`src/hw/rtl/assert_macros.svh`:
```
// Assertion macros shared by the classifier RTL.
// Bodies are empty when SYNTHESIS is defined.
`ifndef ASSERT_MACROS_SVH
`define ASSERT_MACROS_SVH
`ifndef SYNTHESIS
// Property must hold at every rising clock edge outside reset.
`define IPPC_ASSERT(lbl, clk, rstn, prop, msg) \
  lbl: assert property (@(posedge clk) disable iff (!(rstn)) (prop)) else $error(msg);
// Antecedent implies consequent at the next clock.
`define IPPC_ASSERT_NEXT(lbl, clk, rstn, ante, cons, msg) \
  lbl: assert property (@(posedge clk) disable iff (!(rstn)) (ante) |=> (cons)) \
    else $error(msg);
`else
`define IPPC_ASSERT(lbl, clk, rstn, prop, msg)
`define IPPC_ASSERT_NEXT(lbl, clk, rstn, ante, cons, msg)
`endif
`endif

```
`src/hw/rtl/ippc_pkg.sv`:
```
// Types, codes and fixed address ranges of the IPv4 prefix policy classifier.
// No dependencies.
package ippc_pkg;

  localparam int unsigned ADDR_W   = 32;
  localparam int unsigned PLEN_W   = 6;
  localparam int unsigned MODE_W   = 2;
  localparam int unsigned DEC_W    = 3;
  localparam int unsigned CNT_W    = 32;
  localparam int unsigned IN_TDATA_W  = 40;
  localparam int unsigned OUT_TDATA_W = 72;

  localparam logic [PLEN_W-1:0] PLEN_MAX = 6'd32;

  localparam logic [MODE_W-1:0] MODE_CHECK     = 2'd0;
  localparam logic [MODE_W-1:0] MODE_ADD_ALLOW = 2'd1;
  localparam logic [MODE_W-1:0] MODE_ADD_DENY  = 2'd2;

  typedef enum logic [DEC_W-1:0] {
    DEC_ALLOW    = 3'd0,
    DEC_INTERNAL = 3'd1,
    DEC_METADATA = 3'd2,
    DEC_LOOPBACK = 3'd3,
    DEC_RESERVED = 3'd4,
    DEC_DENYLIST = 3'd5
  } dec_e;

  // One decided item handed from the front to the back.
  typedef struct packed {
    logic is_check;
    dec_e decision;
    logic stored;
  } q_entry_t;

  typedef struct packed {
    logic [ADDR_W-1:0] net;
    logic [PLEN_W-1:0] plen;
    dec_e              kind;
  } fixed_range_t;

  localparam int unsigned FIXED_N = 14;

  localparam fixed_range_t FIXED_RANGES [FIXED_N] = '{
    '{32'h0A000000, 6'd8,  DEC_INTERNAL},
    '{32'hAC100000, 6'd12, DEC_INTERNAL},
    '{32'hC0A80000, 6'd16, DEC_INTERNAL},
    '{32'h7F000000, 6'd8,  DEC_LOOPBACK},
    '{32'hA9FE0000, 6'd16, DEC_METADATA},
    '{32'h00000000, 6'd8,  DEC_RESERVED},
    '{32'h64400000, 6'd10, DEC_RESERVED},
    '{32'hC0000000, 6'd24, DEC_RESERVED},
    '{32'hC0000200, 6'd24, DEC_RESERVED},
    '{32'hC6336400, 6'd24, DEC_RESERVED},
    '{32'hCB007100, 6'd24, DEC_RESERVED},
    '{32'hE0000000, 6'd4,  DEC_RESERVED},
    '{32'hF0000000, 6'd4,  DEC_RESERVED},
    '{32'hFFFFFFFF, 6'd32, DEC_RESERVED}
  };

  // Top plen bits set; plen is at most 32.
  function automatic logic [ADDR_W-1:0] mask_of(input logic [PLEN_W-1:0] plen);
    mask_of = ~({ADDR_W{1'b1}} >> plen);
  endfunction

  function automatic logic prefix_hit(input logic [ADDR_W-1:0] addr,
                                      input logic [ADDR_W-1:0] net,
                                      input logic [PLEN_W-1:0] plen);
    logic [ADDR_W-1:0] m;
    m = mask_of(plen);
    prefix_hit = (addr & m) == (net & m);
  endfunction

  // First matching fixed range, or allow.
  function automatic dec_e fixed_class(input logic [ADDR_W-1:0] addr);
    dec_e k;
    k = DEC_ALLOW;
    for (int i = FIXED_N - 1; i >= 0; i--) begin
      if (prefix_hit(addr, FIXED_RANGES[i].net, FIXED_RANGES[i].plen)) begin
        k = FIXED_RANGES[i].kind;
      end
    end
    fixed_class = k;
  endfunction

endpackage

```
`src/hw/rtl/ippc_rule_table.sv`:
```
// Append-only prefix rule table with parallel lookup over the filled entries.
// Depends on ippc_pkg.
`include "assert_macros.svh"
module ippc_rule_table
  import ippc_pkg::*;
#(
  parameter int unsigned ENTRIES = 8
) (
  input  logic              clk_i,
  input  logic              rst_ni,
  input  logic              wr_en_i,
  input  logic [ADDR_W-1:0] wr_net_i,
  input  logic [PLEN_W-1:0] wr_plen_i,
  input  logic [ADDR_W-1:0] addr_i,
  output logic              hit_o,
  output logic              full_o
);

  localparam int unsigned FW = $clog2(ENTRIES + 1);

  logic [ADDR_W-1:0] net_q  [ENTRIES];
  logic [PLEN_W-1:0] plen_q [ENTRIES];
  logic [FW-1:0]     fill_q, fill_d;
  logic [PLEN_W-1:0] plen_sat;
  logic [ENTRIES-1:0] hit_vec;
  logic              do_wr;

  assign full_o   = (fill_q == FW'(ENTRIES));
  assign do_wr    = wr_en_i && !full_o;
  assign plen_sat = (wr_plen_i > PLEN_MAX) ? PLEN_MAX : wr_plen_i;
  assign fill_d   = do_wr ? fill_q + FW'(1) : fill_q;

  always_ff @(posedge clk_i or negedge rst_ni) begin
    if (!rst_ni) begin
      fill_q <= '0;
    end else begin
      fill_q <= fill_d;
    end
  end

  // Entries above the fill count are never looked at, so no reset.
  always_ff @(posedge clk_i) begin
    for (int i = 0; i < ENTRIES; i++) begin
      if (do_wr && fill_q == FW'(i)) begin
        net_q[i]  <= wr_net_i;
        plen_q[i] <= plen_sat;
      end
    end
  end

  always_comb begin
    for (int i = 0; i < ENTRIES; i++) begin
      hit_vec[i] = (FW'(i) < fill_q) && prefix_hit(addr_i, net_q[i], plen_q[i]);
    end
  end

  assign hit_o = |hit_vec;

  `IPPC_ASSERT(a_fill_bound, clk_i, rst_ni, fill_q <= FW'(ENTRIES), "rule fill overran table")

endmodule

```
`src/hw/rtl/ippc_front.sv`:
```
// Front end: accepts items, holds the enable register, updates the rule
// tables and decides each item. Depends on ippc_pkg and ippc_rule_table.
module ippc_front
  import ippc_pkg::*;
#(
  parameter int unsigned ALLOW_ENTRIES = 8,
  parameter int unsigned DENY_ENTRIES  = 8
) (
  input  logic              clk_i,
  input  logic              rst_ni,
  input  logic              cfg_valid_i,
  output logic              cfg_ready_o,
  input  logic              cfg_data_i,
  input  logic              in_valid_i,
  output logic              in_ready_o,
  input  logic [MODE_W-1:0] mode_i,
  input  logic [ADDR_W-1:0] addr_i,
  input  logic [PLEN_W-1:0] plen_i,
  input  logic              q_full_i,
  output logic              q_push_o,
  output q_entry_t          q_entry_o
);

  logic filter_en_q, filter_en_d;
  logic accept, wr_allow, wr_deny;
  logic allow_hit, allow_full, deny_hit, deny_full;

  assign cfg_ready_o = 1'b1;
  assign filter_en_d = cfg_valid_i ? cfg_data_i : filter_en_q;

  always_ff @(posedge clk_i or negedge rst_ni) begin
    if (!rst_ni) begin
      filter_en_q <= 1'b1;
    end else begin
      filter_en_q <= filter_en_d;
    end
  end

  assign in_ready_o = !q_full_i;
  assign accept     = in_valid_i && in_ready_o;
  assign q_push_o   = accept;
  assign wr_allow   = accept && (mode_i == MODE_ADD_ALLOW);
  assign wr_deny    = accept && (mode_i == MODE_ADD_DENY);

  ippc_rule_table #(.ENTRIES(ALLOW_ENTRIES)) u_allow (
    .clk_i     (clk_i),
    .rst_ni    (rst_ni),
    .wr_en_i   (wr_allow),
    .wr_net_i  (addr_i),
    .wr_plen_i (plen_i),
    .addr_i    (addr_i),
    .hit_o     (allow_hit),
    .full_o    (allow_full)
  );

  ippc_rule_table #(.ENTRIES(DENY_ENTRIES)) u_deny (
    .clk_i     (clk_i),
    .rst_ni    (rst_ni),
    .wr_en_i   (wr_deny),
    .wr_net_i  (addr_i),
    .wr_plen_i (plen_i),
    .addr_i    (addr_i),
    .hit_o     (deny_hit),
    .full_o    (deny_full)
  );

  always_comb begin
    q_entry_o.is_check = 1'b0;
    q_entry_o.decision = DEC_ALLOW;
    q_entry_o.stored   = 1'b1;
    case (mode_i)
      MODE_ADD_ALLOW: q_entry_o.stored = !allow_full;
      MODE_ADD_DENY:  q_entry_o.stored = !deny_full;
      default: begin
        // check; the unused mode code is a check too
        q_entry_o.is_check = 1'b1;
        if (!filter_en_q || allow_hit) begin
          q_entry_o.decision = DEC_ALLOW;
        end else if (deny_hit) begin
          q_entry_o.decision = DEC_DENYLIST;
        end else begin
          q_entry_o.decision = fixed_class(addr_i);
        end
      end
    endcase
  end

endmodule

```
`src/hw/rtl/ippc_queue.sv`:
```
// Short FIFO of decided items between front and back.
// Depends on ippc_pkg.
`include "assert_macros.svh"
module ippc_queue
  import ippc_pkg::*;
#(
  parameter int unsigned DEPTH = 2
) (
  input  logic     clk_i,
  input  logic     rst_ni,
  input  logic     push_i,
  input  q_entry_t push_data_i,
  output logic     full_o,
  input  logic     pop_i,
  output logic     valid_o,
  output q_entry_t pop_data_o
);

  localparam int unsigned PW = $clog2(DEPTH);
  localparam int unsigned CW = $clog2(DEPTH + 1);

  q_entry_t      mem_q [DEPTH];
  logic [PW-1:0] wr_ptr_q, wr_ptr_d, rd_ptr_q, rd_ptr_d;
  logic [CW-1:0] count_q, count_d;
  logic          do_push, do_pop;

  assign full_o     = (count_q == CW'(DEPTH));
  assign valid_o    = (count_q != '0);
  assign do_push    = push_i && !full_o;
  assign do_pop     = pop_i && valid_o;
  assign pop_data_o = mem_q[rd_ptr_q];

  always_comb begin
    wr_ptr_d = wr_ptr_q;
    rd_ptr_d = rd_ptr_q;
    count_d  = count_q;
    if (do_push) begin
      wr_ptr_d = (wr_ptr_q == PW'(DEPTH - 1)) ? '0 : wr_ptr_q + PW'(1);
    end
    if (do_pop) begin
      rd_ptr_d = (rd_ptr_q == PW'(DEPTH - 1)) ? '0 : rd_ptr_q + PW'(1);
    end
    if (do_push && !do_pop) begin
      count_d = count_q + CW'(1);
    end else if (do_pop && !do_push) begin
      count_d = count_q - CW'(1);
    end
  end

  always_ff @(posedge clk_i or negedge rst_ni) begin
    if (!rst_ni) begin
      wr_ptr_q <= '0;
      rd_ptr_q <= '0;
      count_q  <= '0;
    end else begin
      wr_ptr_q <= wr_ptr_d;
      rd_ptr_q <= rd_ptr_d;
      count_q  <= count_d;
    end
  end

  always_ff @(posedge clk_i) begin
    if (do_push) begin
      mem_q[wr_ptr_q] <= push_data_i;
    end
  end

  `IPPC_ASSERT(a_no_push_full, clk_i, rst_ni, !(push_i && full_o), "push into full queue")
  `IPPC_ASSERT(a_count_bound, clk_i, rst_ni, count_q <= CW'(DEPTH), "queue count overran")

endmodule

```
`src/hw/rtl/ippc_back.sv`:
```
// Back end: updates the allow and block counters and holds the result beat.
// Depends on ippc_pkg.
`include "assert_macros.svh"
module ippc_back
  import ippc_pkg::*;
(
  input  logic                   clk_i,
  input  logic                   rst_ni,
  input  logic                   q_valid_i,
  input  q_entry_t               q_entry_i,
  output logic                   q_pop_o,
  output logic                   out_valid_o,
  input  logic                   out_ready_i,
  output logic [OUT_TDATA_W-1:0] out_data_o
);

  logic [CNT_W-1:0] allow_cnt_q, allow_cnt_d, block_cnt_q, block_cnt_d;
  logic             valid_q, valid_d;
  dec_e             dec_q;
  logic             stored_q;

  assign q_pop_o = q_valid_i && (!valid_q || out_ready_i);

  always_comb begin
    allow_cnt_d = allow_cnt_q;
    block_cnt_d = block_cnt_q;
    if (q_pop_o && q_entry_i.is_check) begin
      if (q_entry_i.decision == DEC_ALLOW) begin
        allow_cnt_d = allow_cnt_q + CNT_W'(1);
      end else begin
        block_cnt_d = block_cnt_q + CNT_W'(1);
      end
    end
    valid_d = q_pop_o ? 1'b1 : (valid_q && !out_ready_i);
  end

  always_ff @(posedge clk_i or negedge rst_ni) begin
    if (!rst_ni) begin
      allow_cnt_q <= '0;
      block_cnt_q <= '0;
      valid_q     <= 1'b0;
    end else begin
      allow_cnt_q <= allow_cnt_d;
      block_cnt_q <= block_cnt_d;
      valid_q     <= valid_d;
    end
  end

  always_ff @(posedge clk_i) begin
    if (q_pop_o) begin
      dec_q    <= q_entry_i.decision;
      stored_q <= q_entry_i.stored;
    end
  end

  assign out_valid_o = valid_q;
  assign out_data_o  = {4'b0, block_cnt_q, allow_cnt_q, stored_q, dec_q};

  `IPPC_ASSERT_NEXT(a_insert_keeps_cnt, clk_i, rst_ni, q_pop_o && !q_entry_i.is_check,
    $stable(allow_cnt_q) && $stable(block_cnt_q), "insert changed a counter")

endmodule

```
`src/hw/rtl/ipv4_prefix_policy_classifier.sv`:
```
// Top level of the IPv4 prefix policy classifier.
// Depends on ippc_pkg, ippc_front, ippc_queue and ippc_back.
//
//  channel  | dir | handshake                    | payload
//  ---------+-----+------------------------------+--------------------------------
//  s_axis   | in  | s_axis_tvalid / s_axis_tready | tdata address, prefix_len; tuser mode
//  m_axis   | out | m_axis_tvalid / m_axis_tready | tdata decision, stored, totals
//  cfg      | in  | cfg_valid_i / cfg_ready_o     | filter_enabled
//
// One item per cycle sustained while m_axis is ready; a result passes a queue
// slot, then the output register. All rule entries are compared in
// parallel in the front, counters are updated in the back.
// A stalled m_axis fills the two-entry queue, then drops s_axis_tready.
// Reset clears fill counts, totals and queue; filter_enabled resets to 1.
module ipv4_prefix_policy_classifier
  import ippc_pkg::*;
#(
  parameter int unsigned ALLOW_ENTRIES = 8,
  parameter int unsigned DENY_ENTRIES  = 8
) (
  input  logic                   clk_i,
  input  logic                   rst_ni,
  input  logic                   cfg_valid_i,
  output logic                   cfg_ready_o,
  input  logic                   cfg_data_i,
  input  logic                   s_axis_tvalid,
  output logic                   s_axis_tready,
  // [31:0] address, [37:32] prefix_len, [39:38] zero
  input  logic [IN_TDATA_W-1:0]  s_axis_tdata,
  // [1:0] mode
  input  logic [MODE_W-1:0]      s_axis_tuser,
  output logic                   m_axis_tvalid,
  input  logic                   m_axis_tready,
  // [2:0] decision, [3] rule_stored, [35:4] allowed_total,
  // [67:36] blocked_total, [71:68] zero
  output logic [OUT_TDATA_W-1:0] m_axis_tdata
);

  localparam int unsigned QUEUE_DEPTH = 2;

  logic     q_push, q_full, q_pop, q_valid;
  q_entry_t q_in, q_out;

  ippc_front #(
    .ALLOW_ENTRIES (ALLOW_ENTRIES),
    .DENY_ENTRIES  (DENY_ENTRIES)
  ) u_front (
    .clk_i       (clk_i),
    .rst_ni      (rst_ni),
    .cfg_valid_i (cfg_valid_i),
    .cfg_ready_o (cfg_ready_o),
    .cfg_data_i  (cfg_data_i),
    .in_valid_i  (s_axis_tvalid),
    .in_ready_o  (s_axis_tready),
    .mode_i      (s_axis_tuser),
    .addr_i      (s_axis_tdata[ADDR_W-1:0]),
    .plen_i      (s_axis_tdata[ADDR_W+PLEN_W-1:ADDR_W]),
    .q_full_i    (q_full),
    .q_push_o    (q_push),
    .q_entry_o   (q_in)
  );

  ippc_queue #(.DEPTH(QUEUE_DEPTH)) u_queue (
    .clk_i       (clk_i),
    .rst_ni      (rst_ni),
    .push_i      (q_push),
    .push_data_i (q_in),
    .full_o      (q_full),
    .pop_i       (q_pop),
    .valid_o     (q_valid),
    .pop_data_o  (q_out)
  );

  ippc_back u_back (
    .clk_i       (clk_i),
    .rst_ni      (rst_ni),
    .q_valid_i   (q_valid),
    .q_entry_i   (q_out),
    .q_pop_o     (q_pop),
    .out_valid_o (m_axis_tvalid),
    .out_ready_i (m_axis_tready),
    .out_data_o  (m_axis_tdata)
  );

endmodule

```
`config.mk`:
```
export PLATFORM = sky130hd
export DESIGN_NAME = ipv4_prefix_policy_classifier
export DESIGN_NICKNAME = d
export VERILOG_FILES = /design/src/hw/rtl/ippc_pkg.sv /design/src/hw/rtl/ippc_rule_table.sv /design/src/hw/rtl/ippc_front.sv /design/src/hw/rtl/ippc_queue.sv /design/src/hw/rtl/ippc_back.sv /design/src/hw/rtl/ipv4_prefix_policy_classifier.sv
export VERILOG_INCLUDE_DIRS = /design/src /design/src/hw/rtl
export SDC_FILE = /design/constraint.sdc
export NUM_CORES = 1
export LEC_CHECK = 0
export BUFFER_PORTS_ARGS = -buffer_cell sky130_fd_sc_hd__clkbuf_2
export CAP_MARGIN = 20
export CORE_UTILIZATION = 30
export DETAILED_ROUTE_END_ITERATION = 16
export PLACE_DENSITY = 0.47
export SYNTH_ARGS = -nofsm -noshare
export SYNTH_HDL_FRONTEND = slang
export SYNTH_SLANG_ARGS = --single-unit
```
`constraint.sdc`:
```
create_clock -name clk_i -period 8.7 [get_ports clk_i]
set_input_delay 0.87 -clock clk_i [delete_from_list [all_inputs] [get_ports clk_i]]
set_output_delay 0.87 -clock clk_i [all_outputs]
set_load 0.02 [all_outputs]
```
==> flow_summary.ini <==
[power_and_ir_drop]
p_leak_nw = 12.8
power_density_nw_per_um2 = 211
irDropWorstVdd_mv = 0.155
total_power_mw = 8.17

[cts]
cts_buffers = 79
clkSinkCount = 700
htree_levels = 3
cts_hold_buffers = 0
cts_setup_buffers = 0
clock_latency_ps = 640
post_cts_resized = 0
clkTransAtPathRegs_ps = 60
cts-root-buf = clkbuf_16
clockBufferDepth = 3
cts_tree = built

[timing]
hold_viol = 0
fin_ws_ps = 4800
slew_violations = 0
finalCriticalPeriod_ps = 3900
rsz0062_at_grt = no
worstMarginPinSlew_ps = 1020
holdWs_ps = 89.2
max_freq_ghz = 0.256
slew_headroom = 0.315
finClkSkew_ps = 28.0
setup-tns-final_ps = 0
period_share = 0.449
finalSetupViolations = 0

[yosys]
async_flop_share = 0.111
synth.area.top_cells = edfxtp_1, xnor2_1, xor2_1
synth.distinct_cells = 85
avgSynthCellArea_sq_um = 12.3
synthesis.area_sq_um = 34000
netlist.area_leader.share = 0.549
synth_edf_count = 622
yosysSeqAreaShare = 0.607
ys_ff_latch = 700
ys_dominant_reg_cell = edfxtp_1
yosys_warnings = 0
synthCells = 2774
synth_top_area_cell = edfxtp_1

[place]
dp_cells = 4278
pre_cts_ws_ps = 4160
dp_hpwl_mm = 56.3
place_congestion = 0.872
port_buffers = 115
postPlaceCellArea_sq_um = 36100

[final_layout]
nNetsFinal = 2920
drive_gt1_frac = 0.119
final_area_sq_um = 38700
final_cells = 4427
final_core_util = 0.344
syn2layout_area_growth_pct = 13.8

[global_routing]
grt_start_max_net_pins = 67
grt_pass1_vias = 22522
grtUsageTotal = 0.170
grt_overflow = 0
grt_pass1_wl_mm = 147
antenna_found_initial = 3

[floorplan]
dieWidth_microns = 339
die_y_microns = 339
io_pins = 123
rows = 123
start_util = 0.302
dieArea_sq_um = 115000
coreArea_sq_um = 112000

[worst_setup_path]
cp-end-kind = register
r2r_cells = 9
r2r_start = u_front.u_allow.plen_q[1][15]$_DFFE_PP_
crit_start = s_axis_tdata[16]
worstReg2RegEnd = u_queue.mem_q[1][2]$_DFFE_PP_
path_class = in -> reg
cp-start-kind = primary input
crit_end = u_queue.mem_q[1][2]$_DFFE_PP_
ff2ff_setup_slack_ps = 5140
required_ps = 9060
crit_arrival_ps = 4260
path_max_fanout = 21

[route]
drc = 0
vias_per_cell = 5.13
ant_nets = 0
vias = 22699
drt-total-wl_mm = 98.5
drt_iter0_markers = 2107
post_drt_wl_per_cell_microns = 22.3
drtPass1Iterations = 7

[min_path]
min_path_type = in -> async

[job]
max_cap_viol_count = 0

[run_status]
status = complete, no violations
synthesized netlist by cell type (37+ instances only):
cell and number:
nand2_1 141, xnor2_1 357, xor2_1 223, nand4_1 38, o22ai_1 37, buf_4 39, buf_2 54, edfxtp_1 622
nor2_1 134, dfrtp_1 77, nand3_1 64, a21oi_1 247, nor3_1 57, inv_1 38, o21ai_0 153, nor4_1 37
clkbuf_1 72
cell usage in the layout (no fill, tap or decap), drive strengths merged, types with 16 or more instances in the layout:
cell type	synthesis	routed
o21ai	172	172
xor2	223	223
clkinv	0	31
and3	21	21
nand2b	16	16
nand2	141	141
nor3	60	60
clkbuf	72	216
o22ai	37	37
inv	38	40
xnor2	357	357
nor2	136	136
or3	22	22
or2	21	21
a31oi	24	24
dfrtp	77	77
a21oi	248	248
buf	95	56
edfxtp	622	622
nand3	65	65
nor4	39	39
nand4	38	38
critical path, cell delays in order:
cell       delay [ps]
clkbuf_2          680
buf_4             440
xor2_1            120
a221o_1           370
a31oi_1           150
nand4_1           100
a2111oi_0         470
nand4_1           370
nand4_1           290
nor4_1            140
nor3b_2           230
power breakdown:
group	internal (mW)	switching, mW	total [mW]	leakage [nW]
Clock	1.92	1.38	3.30	1.24
Combinational	0.303	0.601	0.905	4.91
Sequential	3.82	0.141	3.97	6.66
cell families after synthesis:
| group | share of synthesized area |
|---|---|
| AOI/OAI and AO/OA | 0.113 |
| xor gates and xnor gates | 0.149 |
| adders and majority gates | 0.00729 |
| buffers and inverters | 0.0294 |
| DFF | 0.607 |
| muxes | 0.00232 |
| other | 0.000221 |
| and+or+nand+nor | 0.0922 |
flip-flops by register name, summed over array words and instances (netlist names), 2 cells and up:
name	cells
u_back.allow_cnt_q	32
u_back.block_cnt_q	32
u_back.dec_q	3
u_front.u_allow.fill_q	4
u_front.u_allow.net_q	256
u_front.u_allow.plen_q	48
u_front.u_deny.fill_q	4
u_front.u_deny.net_q	256
u_front.u_deny.plen_q	48
u_queue.count_q	2
u_queue.mem_q	10
layer usage:
layer  wire length, microns  vias to the layer above  track usage
met4                   2760                        0       0.0529
met2                  43900                      862        0.258
met1                  46700                    11309        0.248
met5                      0                        -            0
li1                       -                    10385            -
met3                   5220                      143       0.0250
cell type report:
| cell class | instances | area [sq um] |
|---|---|---|
| multi-input cells | 1872 | 12500 |
| clock buffers | 102 | 2190 |
| repair buffers | 170 | 1020 |
| well taps | 1500 | 1880 |
| clock inverters | 43 | 354 |
| diodes | 2 | 5.00 |
| fillers | 11080 | 73800 |
| inverters | 38 | 143 |
| flip-flops and latches | 700 | 20600 |
how the worst min path moves through the flow:
stage / endpoint / slack [ps]
6_report: u_back.allow_cnt_q[24]$_DFFE_PN0P_ / 90
5_1_grt: u_back.allow_cnt_q[23]$_DFFE_PN0P_ / 50
3_3_place_gp: u_back.block_cnt_q[31]$_DFFE_PN0P_ / 460
4_1_cts: u_back.allow_cnt_q[23]$_DFFE_PN0P_ / 40
3_5_place_dp: u_back.allow_cnt_q[31]$_DFFE_PN0P_ / 460
2_1_floorplan: u_queue.wr_ptr_q$_DFFE_PN0P_ / 460
Power figures use the tool's default switching activity.
